<file path="src/design/assert_macros.svh">
// assertion macros used by the parser rtl top level
`ifndef ASSERT_MACROS_SVH
`define ASSERT_MACROS_SVH

`ifndef SYNTHESIS
// property must hold at every clock edge outside reset
`define HRLP_ASSERT(lbl, clk, rstn, prop, msg) \
  lbl: assert property (@(posedge clk) disable iff (!rstn) (prop)) else $error(msg);
// expression must never be true outside reset
`define HRLP_NEVER(lbl, clk, rstn, expr, msg) \
  lbl: assert property (@(posedge clk) disable iff (!rstn) !(expr)) else $error(msg);
`else
`define HRLP_ASSERT(lbl, clk, rstn, prop, msg)
`define HRLP_NEVER(lbl, clk, rstn, expr, msg)
`endif

`endif

</file>
<file path="src/design/hrlp_pkg.sv">
// shared types, constants and helper functions of the request line parser
package hrlp_pkg;

  // longest request line in bytes, terminator included
  localparam int LINE_LIMIT = 4096;
  localparam int OFS_W      = 12;
  localparam int LIM_W      = $clog2(LINE_LIMIT);
  localparam int CNT_W      = (LIM_W > OFS_W) ? LIM_W : OFS_W;

  // ascii codes
  localparam logic [7:0] CH_LF    = 8'h0A;
  localparam logic [7:0] CH_CR    = 8'h0D;
  localparam logic [7:0] CH_SPACE = 8'h20;
  localparam logic [7:0] CH_DOT   = 8'h2E;
  localparam logic [7:0] CH_SLASH = 8'h2F;
  localparam logic [7:0] CH_0     = 8'h30;
  localparam logic [7:0] CH_1     = 8'h31;
  localparam logic [7:0] CH_9     = 8'h39;
  localparam logic [7:0] CH_A     = 8'h41;
  localparam logic [7:0] CH_H     = 8'h48;
  localparam logic [7:0] CH_P     = 8'h50;
  localparam logic [7:0] CH_T     = 8'h54;
  localparam logic [7:0] CH_Z     = 8'h5A;
  localparam logic [7:0] CH_USCORE = 8'h5F;

  localparam logic [23:0] WORD_GET  = "GET";
  localparam logic [31:0] WORD_POST = "POST";
  localparam logic [31:0] WORD_HEAD = "HEAD";

  typedef enum logic [3:0] {
    PH_START      = 4'd0,
    PH_METHOD     = 4'd1,
    PH_SP_URI     = 4'd2,
    PH_URI        = 4'd3,
    PH_HTTP       = 4'd4,
    PH_H          = 4'd5,
    PH_HT         = 4'd6,
    PH_HTT        = 4'd7,
    PH_HTTP_SLASH = 4'd8,
    PH_MAJ1       = 4'd9,
    PH_MAJ        = 4'd10,
    PH_MIN1       = 4'd11,
    PH_MIN        = 4'd12,
    PH_SP_END     = 4'd13,
    PH_CR         = 4'd14
  } phase_e;

  typedef enum logic [1:0] {
    ST_MORE       = 2'd0,
    ST_DONE       = 2'd1,
    ST_BAD_METHOD = 2'd2,
    ST_BAD_REQ    = 2'd3
  } status_e;

  typedef enum logic [1:0] {
    METH_UNKNOWN = 2'd0,
    METH_GET     = 2'd1,
    METH_POST    = 2'd2,
    METH_HEAD    = 2'd3
  } method_e;

  // per-line parse state
  typedef struct packed {
    phase_e             phase;
    logic [CNT_W-1:0]   cnt;
    logic [31:0]        letters;
    method_e            method;
    logic [15:0]        major;
    logic [15:0]        minor;
    logic [OFS_W-1:0]   meth_term;
    logic [OFS_W-1:0]   uri_head;
    logic [OFS_W-1:0]   uri_end;
    logic [OFS_W-1:0]   line_end;
  } line_state_t;

  // one result transaction
  typedef struct packed {
    status_e            status;
    method_e            method;
    logic [15:0]        major;
    logic [15:0]        minor;
    logic [OFS_W-1:0]   meth_term;
    logic [OFS_W-1:0]   uri_head;
    logic [OFS_W-1:0]   uri_end;
    logic [OFS_W-1:0]   line_end;
  } result_t;

  function automatic logic is_method_char(input logic [7:0] c);
    return (c inside {[CH_A:CH_Z]}) || (c == CH_USCORE);
  endfunction

  function automatic logic is_digit(input logic [7:0] c);
    return c inside {[CH_0:CH_9]};
  endfunction

  // v*10 + digit, saturating at 16 bits; the low nibble of an ascii digit is its value
  function automatic logic [15:0] add_digit(input logic [15:0] v, input logic [7:0] c);
    logic [19:0] n;
    n = {1'b0, v, 3'b000} + {3'b000, v, 1'b0} + {16'd0, c[3:0]};
    return (n > 20'd65535) ? 16'hFFFF : n[15:0];
  endfunction

endpackage

</file>
<file path="src/design/hrlp_in_stage.sv">
// input register holding one accepted byte until the parse step takes it
module hrlp_in_stage
  import hrlp_pkg::*;
(
  input  logic       clk_i,
  input  logic       rst_ni,
  input  logic       in_valid_i,
  output logic       in_stall_o,
  input  logic [7:0] data_byte_i,
  input  logic       take_i,
  output logic       valid_o,
  output logic [7:0] byte_o
);

  logic       valid_q, valid_d;
  logic [7:0] byte_q, byte_d;
  logic       load;

  // hold off new bytes while the held one is not consumed
  assign in_stall_o = valid_q && !take_i;
  assign load       = in_valid_i && !in_stall_o;

  always_comb begin
    valid_d = valid_q;
    byte_d  = byte_q;
    if (load) begin
      valid_d = 1'b1;
      byte_d  = data_byte_i;
    end else if (take_i) begin
      valid_d = 1'b0;
    end
  end

  always_ff @(posedge clk_i or negedge rst_ni) begin
    if (!rst_ni) begin
      valid_q <= 1'b0;
    end else begin
      valid_q <= valid_d;
    end
  end

  // payload needs no reset
  always_ff @(posedge clk_i) begin
    byte_q <= byte_d;
  end

  assign valid_o = valid_q;
  assign byte_o  = byte_q;

endmodule

</file>
<file path="src/design/hrlp_step.sv">
// one parse step: next line state and result for a single byte
module hrlp_step
  import hrlp_pkg::*;
(
  input  line_state_t st_i,
  input  logic [7:0]  ch_i,
  output line_state_t nxt_o,
  output result_t     res_o
);

  line_state_t      nxt;
  status_e          status;
  logic             skip;
  logic             done;
  logic [OFS_W-1:0] pos;

  assign pos = st_i.cnt[OFS_W-1:0];

  always_comb begin
    nxt    = st_i;
    status = ST_MORE;
    skip   = 1'b0;
    done   = 1'b0;

    // phase transitions
    case (st_i.phase)
      PH_START: begin
        if (ch_i inside {CH_CR, CH_LF}) begin
          skip = 1'b1;
        end else if (!is_method_char(ch_i)) begin
          status = ST_BAD_METHOD;
        end else begin
          nxt.letters = {24'd0, ch_i};
          nxt.phase   = PH_METHOD;
        end
      end
      PH_METHOD: begin
        if (ch_i == CH_SPACE) begin
          nxt.meth_term = pos;
          nxt.method    = METH_UNKNOWN;
          if (st_i.cnt == CNT_W'(3) && st_i.letters[23:0] == WORD_GET) begin
            nxt.method = METH_GET;
          end else if (st_i.cnt == CNT_W'(4) && st_i.letters == WORD_POST) begin
            nxt.method = METH_POST;
          end else if (st_i.cnt == CNT_W'(4) && st_i.letters == WORD_HEAD) begin
            nxt.method = METH_HEAD;
          end
          nxt.phase = PH_SP_URI;
        end else if (!is_method_char(ch_i)) begin
          status = ST_BAD_METHOD;
        end else begin
          nxt.letters = {st_i.letters[23:0], ch_i};
        end
      end
      PH_SP_URI: begin
        if (ch_i == CH_SLASH) begin
          nxt.uri_head = pos;
          nxt.phase    = PH_URI;
        end else if (ch_i != CH_SPACE) begin
          status = ST_BAD_REQ;
        end
      end
      PH_URI: begin
        if (ch_i == CH_SPACE) begin
          nxt.uri_end = pos;
          nxt.phase   = PH_HTTP;
        end
      end
      PH_HTTP: begin
        if (ch_i == CH_H) begin
          nxt.phase = PH_H;
        end else if (ch_i != CH_SPACE) begin
          status = ST_BAD_REQ;
        end
      end
      PH_H: begin
        if (ch_i == CH_T) nxt.phase = PH_HT;
        else status = ST_BAD_REQ;
      end
      PH_HT: begin
        if (ch_i == CH_T) nxt.phase = PH_HTT;
        else status = ST_BAD_REQ;
      end
      PH_HTT: begin
        if (ch_i == CH_P) nxt.phase = PH_HTTP_SLASH;
        else status = ST_BAD_REQ;
      end
      PH_HTTP_SLASH: begin
        if (ch_i == CH_SLASH) nxt.phase = PH_MAJ1;
        else status = ST_BAD_REQ;
      end
      PH_MAJ1: begin
        if (ch_i inside {[CH_1:CH_9]}) begin
          nxt.major = {12'd0, ch_i[3:0]};
          nxt.phase = PH_MAJ;
        end else begin
          status = ST_BAD_REQ;
        end
      end
      PH_MAJ: begin
        if (ch_i == CH_DOT) begin
          nxt.phase = PH_MIN1;
        end else if (!is_digit(ch_i)) begin
          status = ST_BAD_REQ;
        end else begin
          nxt.major = add_digit(st_i.major, ch_i);
        end
      end
      PH_MIN1: begin
        if (is_digit(ch_i)) begin
          nxt.minor = {12'd0, ch_i[3:0]};
          nxt.phase = PH_MIN;
        end else begin
          status = ST_BAD_REQ;
        end
      end
      PH_MIN: begin
        if (ch_i == CH_CR) begin
          nxt.line_end = pos;
          nxt.phase    = PH_CR;
        end else if (ch_i == CH_LF) begin
          nxt.line_end = pos;
          done         = 1'b1;
        end else if (ch_i == CH_SPACE) begin
          nxt.phase = PH_SP_END;
        end else if (!is_digit(ch_i)) begin
          status = ST_BAD_REQ;
        end else begin
          nxt.minor = add_digit(st_i.minor, ch_i);
        end
      end
      PH_SP_END: begin
        if (ch_i == CH_CR) begin
          nxt.line_end = pos;
          nxt.phase    = PH_CR;
        end else if (ch_i == CH_LF) begin
          nxt.line_end = pos;
          done         = 1'b1;
        end else if (ch_i != CH_SPACE) begin
          status = ST_BAD_REQ;
        end
      end
      PH_CR: begin
        if (ch_i == CH_LF) done = 1'b1;
        else status = ST_BAD_REQ;
      end
      default: begin
        status = ST_BAD_REQ;
      end
    endcase

    // line finished, or too long without finishing
    if (done) begin
      status = ST_DONE;
    end else if (status == ST_MORE && !skip && st_i.cnt == CNT_W'(LINE_LIMIT - 1)) begin
      status = ST_BAD_REQ;
    end

    // result carries the fields after this byte
    res_o.status    = status;
    res_o.method    = nxt.method;
    res_o.major     = nxt.major;
    res_o.minor     = nxt.minor;
    res_o.meth_term = nxt.meth_term;
    res_o.uri_head  = nxt.uri_head;
    res_o.uri_end   = nxt.uri_end;
    res_o.line_end  = nxt.line_end;

    // clear the line after done or an error, else advance the offset unless the byte is skipped
    if (status != ST_MORE) begin
      nxt = '0;
    end else if (!skip) begin
      nxt.cnt = st_i.cnt + CNT_W'(1);
    end
    nxt_o = nxt;
  end

endmodule

</file>
<file path="src/design/hrlp_out_stage.sv">
// result register with valid, held while the downstream stalls
module hrlp_out_stage
  import hrlp_pkg::*;
(
  input  logic    clk_i,
  input  logic    rst_ni,
  input  logic    load_i,
  input  result_t res_i,
  input  logic    out_stall_i,
  output logic    ready_o,
  output logic    out_valid_o,
  output result_t res_o
);

  logic    valid_q, valid_d;
  result_t res_q, res_d;

  // free when empty or being drained this cycle
  assign ready_o = !valid_q || !out_stall_i;

  always_comb begin
    valid_d = valid_q;
    res_d   = res_q;
    if (load_i) begin
      valid_d = 1'b1;
      res_d   = res_i;
    end else if (valid_q && !out_stall_i) begin
      valid_d = 1'b0;
    end
  end

  always_ff @(posedge clk_i or negedge rst_ni) begin
    if (!rst_ni) begin
      valid_q <= 1'b0;
    end else begin
      valid_q <= valid_d;
    end
  end

  always_ff @(posedge clk_i) begin
    res_q <= res_d;
  end

  assign out_valid_o = valid_q;
  assign res_o       = res_q;

endmodule

</file>
<file path="src/design/http_request_line_parser.sv">
// top level of the byte-serial http request line parser
//
//  channel | direction | handshake              | payload
//  --------+-----------+------------------------+--------------------------------------
//  in      | input     | in_valid_i / in_stall_o   | data_byte_i
//  out     | output    | out_valid_o / out_stall_i | status, method code, version, offsets
//
// one byte is taken every cycle while the result register has room, and each gives one result transaction
// (input register, then the parse step into the result register).
// the line state sits in one register updated by the parse step, so byte n+1 sees
// the state left by byte n with no gap.
// reset puts the parser in its start phase with all line fields zero.
// a stall on the result channel holds the result register and then the input register.
`include "assert_macros.svh"
module http_request_line_parser
  import hrlp_pkg::*;
(
  input  logic             clk_i,
  input  logic             rst_ni,
  input  logic             in_valid_i,
  output logic             in_stall_o,
  input  logic [7:0]       data_byte_i,
  output logic             out_valid_o,
  input  logic             out_stall_i,
  output logic [1:0]       status_o,
  output logic [1:0]       method_code_o,
  output logic [15:0]      version_major_o,
  output logic [15:0]      version_minor_o,
  output logic [OFS_W-1:0] method_end_offset_o,
  output logic [OFS_W-1:0] uri_start_offset_o,
  output logic [OFS_W-1:0] uri_end_offset_o,
  output logic [OFS_W-1:0] line_end_offset_o
);

  logic        byte_vld;
  logic [7:0]  byte_val;
  logic        out_ready;
  logic        step_fire;
  line_state_t st_q, st_d, st_nxt;
  result_t     step_res;
  result_t     out_res;

  // input register
  hrlp_in_stage u_in (
    .clk_i       (clk_i),
    .rst_ni      (rst_ni),
    .in_valid_i  (in_valid_i),
    .in_stall_o  (in_stall_o),
    .data_byte_i (data_byte_i),
    .take_i      (step_fire),
    .valid_o     (byte_vld),
    .byte_o      (byte_val)
  );

  // parse step fires when a byte is held and the result register has room
  assign step_fire = byte_vld && out_ready;

  hrlp_step u_step (
    .st_i  (st_q),
    .ch_i  (byte_val),
    .nxt_o (st_nxt),
    .res_o (step_res)
  );

  // line state register
  assign st_d = step_fire ? st_nxt : st_q;

  always_ff @(posedge clk_i or negedge rst_ni) begin
    if (!rst_ni) begin
      st_q <= '0;
    end else begin
      st_q <= st_d;
    end
  end

  // result register
  hrlp_out_stage u_out (
    .clk_i       (clk_i),
    .rst_ni      (rst_ni),
    .load_i      (step_fire),
    .res_i       (step_res),
    .out_stall_i (out_stall_i),
    .ready_o     (out_ready),
    .out_valid_o (out_valid_o),
    .res_o       (out_res)
  );

  assign status_o            = out_res.status;
  assign method_code_o       = out_res.method;
  assign version_major_o     = out_res.major;
  assign version_minor_o     = out_res.minor;
  assign method_end_offset_o = out_res.meth_term;
  assign uri_start_offset_o  = out_res.uri_head;
  assign uri_end_offset_o    = out_res.uri_end;
  assign line_end_offset_o   = out_res.line_end;

  // checks
  `HRLP_ASSERT(a_start_clear, clk_i, rst_ni, (st_q.phase == PH_START) |-> (st_q.cnt == '0 && st_q.major == '0 && st_q.uri_end == '0), "start phase with stale line state")
  `HRLP_ASSERT(a_end_restart, clk_i, rst_ni, (step_fire && step_res.status != ST_MORE) |=> (st_q.phase == PH_START), "parser did not return to start after done or error")
  `HRLP_ASSERT(a_stall_held, clk_i, rst_ni, in_stall_o |-> byte_vld, "input stalled with empty input register")
  `HRLP_ASSERT(a_out_hold, clk_i, rst_ni, (out_valid_o && out_stall_i) |=> (out_valid_o && $stable(out_res)), "stalled result changed")

endmodule

</file>
<file path="config.mk">
export PLATFORM = sky130hd
export DESIGN_NAME = http_request_line_parser
export DESIGN_NICKNAME = d
export VERILOG_FILES = /design/src/design/hrlp_pkg.sv /design/src/design/hrlp_in_stage.sv /design/src/design/hrlp_step.sv /design/src/design/hrlp_out_stage.sv /design/src/design/http_request_line_parser.sv
export VERILOG_INCLUDE_DIRS = /design/src /design/src/design
export SDC_FILE = /design/constraint.sdc
export NUM_CORES = 1
export LEC_CHECK = 0
export ABC_AREA = 1
export BUFFER_PORTS_ARGS = -buffer_cell sky130_fd_sc_hd__buf_2
export CAP_MARGIN = 40
export CELL_PAD_IN_SITES_DETAIL_PLACEMENT = 1
export CELL_PAD_IN_SITES_GLOBAL_PLACEMENT = 2
export CORE_MARGIN = 8
export CORE_UTILIZATION = 35
export DETAILED_ROUTE_END_ITERATION = 12
export PLACE_DENSITY = 0.78
export REMOVE_ABC_BUFFERS = 1
export SYNTH_ARGS = -nofsm -noshare
export SYNTH_HDL_FRONTEND = slang
export SYNTH_SLANG_ARGS = --single-unit
</file>
<file path="constraint.sdc">
create_clock -name clk_i -period 6.8 [get_ports clk_i]
set_input_delay 1.02 -clock clk_i [delete_from_list [all_inputs] [get_ports clk_i]]
set_output_delay 1.02 -clock clk_i [all_outputs]
set_load 0.01 [all_outputs]
</file>
# ---- Word-level counts from Yosys, hierarchy flattened
# Cells that the tools add are included.
dict set report word_totals {
  regBits 224
  in_bits 12
  output_inout_bits 86
}
dict set report op_classes {
  addsub 5
  order_cmp 7
  eq_ne 49
  mux 83
  n_reduce_logical 32
}
# op count
set op_table {}
lappend op_table {{$mux 16} 10}
lappend op_table {{$mux 12} 11}
lappend op_table {{$mux 32} 4}
lappend op_table {{$mux 114} 1}
lappend op_table {{$mux 4} 18}
lappend op_table {{$eq 32x31->1 const B} 2}
lappend op_table {{$pmux 16 s2} 2}
lappend op_table {{$pmux 32 s2} 1}
lappend op_table {{$pmux 4 s14} 1}
lappend op_table {{$mux 2} 25}
lappend op_table {{$ne 3x1->1 const B} 14}
lappend op_table {{$add 19x17->20} 2}
lappend op_table {{$add 20x4->20} 2}
lappend op_table {{$gt 20x16->1 const B} 2}
lappend op_table {{$eq 8x7->1 const B} 4}
lappend op_table {{$eq 4x4->1 const B} 7}
lappend op_table {{$pmux 2 s14} 1}
lappend op_table {{$eq 24x23->1 const B} 1}
lappend op_table {{$eq 8x6->1 const B} 3}
lappend op_table {{$reduce_and 18->1} 1}
lappend op_table {{$eq 4x3->1 const B} 4}
lappend op_table {{$eq 8x4->1 const B} 2}
lappend op_table {{$ge 8x6->1 const B} 2}
lappend op_table {{$reduce_bool 15->1} 1}
lappend op_table {{26 further kinds} 55}

# ---- Longest topological paths before layout
dict set report logic_depth {
  ltp_word 15
  ltp_mapped 20
}

# ---- Hierarchy
# From an unflattened synthesis, not the netlist that was laid out.
dict set report unflattened {
  hier_cells 2104
  hier_area_um2 14886.8
}
# mod instances cells_per_inst area_each_um2 seq_area_each_um2
set modules_own_cells {}
lappend modules_own_cells {hrlp_step 1 1435 6807.8 0.0}
lappend modules_own_cells {http_request_line_parser 1 566 5217.5 3253.1}
lappend modules_own_cells {hrlp_out_stage 1 88 2563.7 2547.4}
lappend modules_own_cells {hrlp_in_stage 1 15 297.8 265.3}

# ---- Worst setup path after synthesis
# OpenSTA, ideal clock, no wires.
dict set report synth_path {
  kind {in2reg}
  startpoint {input out_stall_i}
  endpoint {register st_q[99] (netlist bit)}
  setup_ns 0.117
  arrival_ns 6.075
  required_ns 6.683
  slack_ns 0.608
  cell_stages 10
  path_buffers 1
  cell_sequence {nand2_1 > inv_1 > nor2_1 > inv_1 > nor2_2 > inv_1 > o21bai_2 > buf_4 > nand2_1 > nand2_1}
}
dict set report synth_via {
  elab_chain_cells 4
}
# element line
set synth_rtl {}
lappend synth_rtl {{from (decl)} http_request_line_parser.sv:24} ;# input logic out_stall_i,
lappend synth_rtl {{$logic_not 1->1} hrlp_out_stage.sv:19} ;# assign ready_o = !valid_q || !out_stall_i;
lappend synth_rtl {{$logic_or 1x1->1} hrlp_out_stage.sv:19}
lappend synth_rtl {{$logic_and 1x1->1} http_request_line_parser.sv:56} ;# assign step_fire = byte_vld && out_ready;
lappend synth_rtl {{via step_fire} http_request_line_parser.sv:38} ;# logic step_fire;
lappend synth_rtl {{$reduce_and 6->1 (no line)} n/a}
lappend synth_rtl {{to (signal assigned)} http_request_line_parser.sv:72} ;# st_q <= st_d;
lappend synth_rtl {{to (decl)} http_request_line_parser.sv:39} ;# line_state_t st_q, st_d, st_nxt;
# The timed path passes the listed nets, and every way through them passes these cells.
# A chain may end at the register's enable or synchronous reset.

==> results.txt <==
Post-CTS setup buffer count - 0
Final core occ - 0.407
Worst slew pin tran - 807 ps
Clock power share - 0.441
RSZ-0062 raised after global routing - no
Worst reg2reg path depth - 16
Routed Antenna Nets - 0
Synth Register Bits - 224
Internal power - 2740 uW
DRC - 0
Sw Share - 0.297
Seq pwr share - 0.396
DRT iter0 DRCs - 485
Proportion of layout cells with a drive suffix above 1 - 0.114
Chip width - 209 um
Pwr/cell area - 258 nW/um^2
Worst vdd ir - 0.000161 V
Synthesized area - 13100 sq um
Total GRT Usage - 0.178
Final setup fails - 0
Post-Syn Instances - 1695
Fin area - 15100 sq um
CTS clock-pin slew for the worst setup and hold paths - 60 ps
Routability-driven placement congestion ratio - 0.846
Starting Density - 0.352
Outcome - finished, final reports clean
Max_slew headroom - 0.462
Pleak - 0.00777 uW
Top cell type's share of synthesized area - 0.252
Cell variety after synth - 46
Met2 WL - 17.7 mm
Peak Freq - 0.259 GHz
Most frequent cell after synthesis - nand2_1
Top Metal Used - met4
Ant diodes - 0
Leading area contributor after synthesis - dfrtp_1
Count of pins over their slew limit - 0
Setup tns final - 0 ps
Post-synth EDFFs - 92
Clock root cell - clkbuf_16
Comb power frac - 0.162
CP Max Fanout - 10
Routed len/inst - 17.1 um
CTS Buffer Depth - 3
FP Rows - 71
CTS tree - yes
I/O Buffers - 97
Total Die Area - 43800 sq um
Post-synth top cells - 617 x nand2_1, 172 x nor2_1, 157 x inv_1
Critical Path End Type - flop
Synth Warn # - 0
Avg Inst Size Synth - 7.72 sq um
Worst skew pair latency - 560 ps
WP data arrival - 4160 ps
Nets - 1864
PostCTS Resize Cnt - 0
Met3 wire len - 1.42 mm
First-pass GRT wire length - 64.7 mm
Post-route minimum period - 3870 ps
Seq/Total Area, Yosys - 0.464
Die Y - 209 um
Multi-input gate area - 6120 sq um
Critical path class - reg2reg
Instance area after placement - 14100 sq um
Overall power - 3900 uW
Primary FF master, synth - dfrtp_1
Core area - 37200 sq um
Critical path startpoint category - flop
Vias - 11591
Top post-synthesis cells by area - dfrtp_1 25%, edfxtp_1 21%, nand2_1 18%
Post-DP HPWL - 27.6 mm
Net Sw Power - 1160 uW
Largest net degree at the start of global routing - 74
Count of hold-fix buffers inserted at cts - 0
DR vias/cell - 5.09
Total gr overflow - 0
H-tree depth - 1
Fill cell count - 4554
Area delta synth->final - 15.7%
WL final - 39.0 mm
Clock skew - 9.80 ps
Initial antenna violation count - 0
Fraction of registers with async set/reset - 0.589
Worst hold slack - 454 ps
First drt pass iteration count - 4
Req. time, crit path - 7090 ps
Hold Path Class - in2async
Number of clock sinks - 224
Reg area - 6070 sq um
Vias in the first global route - 12108
Part of the cycle the worst path needs - 0.569
Post-Route M1 WL - 19.3 mm
Total CTS buffers - 27
Max-cap viol count - 0
Final Hold Violating Endpoints - 0
# IOs - 98
[worst max-delay path: stages, from the launching register on]
cell and delay (ps):
edfxtp_1 620, fa_1 650, inv_1 70, fa_1 460, inv_1 100, nand3_1 70
nand2_1 150, nand3_1 90, nand2_1 130, nand3_1 120, nand3_1 100, nand2_1 70
nor2_1 420, buf_4 290, nand3_1 90, nand2_1 70, nand2_1 90
[power groups by stage]
stage | registers, uW | clock network, uW | logic, uW
detailed placement | 1570 | 0 | 643
floorplan | 1590 | 0 | 339
global placement | 1570 | 0 | 634
CTS | 1550 | 1770 | 645
finish | 1550 | 1720 | 633
global route | 1560 | 1810 | 701
[worst paths after layout]
| kind | slack (ps) | end | from |
|---|---|---|---|
| worst max-delay path | 2930 | u_out.res_o[71]$_DFFE_PP_ | u_in.byte_o[3]$_DFFE_PP_ |
| worst min-delay path | 450 | st_q[79]$_DFFE_PN0P_ | rst_ni |
| worst max register to register | 2930 | u_out.res_o[71]$_DFFE_PP_ | u_in.byte_o[3]$_DFFE_PP_ |
| worst min register to register | 470 | st_q[102]$_DFFE_PN0P_ | st_q[102]$_DFFE_PN0P_ |
| max in group asynchronous | 5050 | st_q[108]$_DFFE_PN0P_ | rst_ni |
| min in group clk_i | 470 | st_q[102]$_DFFE_PN0P_ | st_q[102]$_DFFE_PN0P_ |
[kinds of logic (layout without fill, tap and decap cells)]
kind of cell	after synthesis	count (layout)	share of synthesized area
simple gates	1005	1005	0.322
flops	224	224	0.464
buf+inv	219	329	0.0697
compound gates	168	168	0.0701
fa+ha+maj	68	68	0.0673
xor+xnor	11	11	0.00736
[layout make-up]
cell class / instances / area share
Multi-Input combinational cell: 1252 / 0.404
Clock inverter: 18 / 0.0229
Sequential cell: 224 / 0.401
Clock buffer: 32 / 0.0478
Inverter: 162 / 0.0402
Tap cell: 474 / 0.0392
Timing Repair Buffer: 117 / 0.0453
[sequential cells by signal, indices dropped and copies added (netlist names)]
name               cells
u_out.out_valid_o      1
u_out.res_o           84
u_in.valid_o           1
u_in.byte_o            8
st_q                 130
[through the flow]
stage                     instances  worst slack (ps)
after detailed placement       2229              2920
after global routing           2279              2580
final                          2279              2930
after global placement         2224              2880
after floorplan                1638             -3050
after CTS                      2279              2890
[metal layers]
metal	global-route usage	vias to the layer above
met5	0	-
met2	0.288	177
met4	0.0442	0
li1	-	5716
met1	0.248	5652
met3	0.0236	46
[cells in the final DEF (no fill, tap or decap), drive strengths merged]
master | netlist | final
dfrtp | 132 | 132
xnor2 | 2 | 2
or2 | 21 | 21
nand4 | 53 | 53
a21o | 2 | 2
edfxtp | 92 | 92
o2111ai | 1 | 1
o21a | 1 | 1
nor3 | 18 | 18
a31oi | 1 | 1
fa | 4 | 4
nor3b | 2 | 2
and2 | 1 | 1
o22ai | 25 | 25
bufinv | 0 | 9
inv | 161 | 163
o21ai | 70 | 70
o21bai | 3 | 3
a21oi | 57 | 57
clkinv | 1 | 6
o41ai | 1 | 1
nand3 | 100 | 100
nor2 | 178 | 178
nand2 | 621 | 621
nand3b | 5 | 5
clkbuf | 31 | 32
nor4 | 6 | 6
xor2 | 9 | 9
ha | 64 | 64
clkinvlp | 0 | 2
a22oi | 2 | 2
o211ai | 3 | 3
o31ai | 1 | 1
buf | 26 | 117
a21boi | 1 | 1
Note: power is estimated with default switching activity, not from simulation.
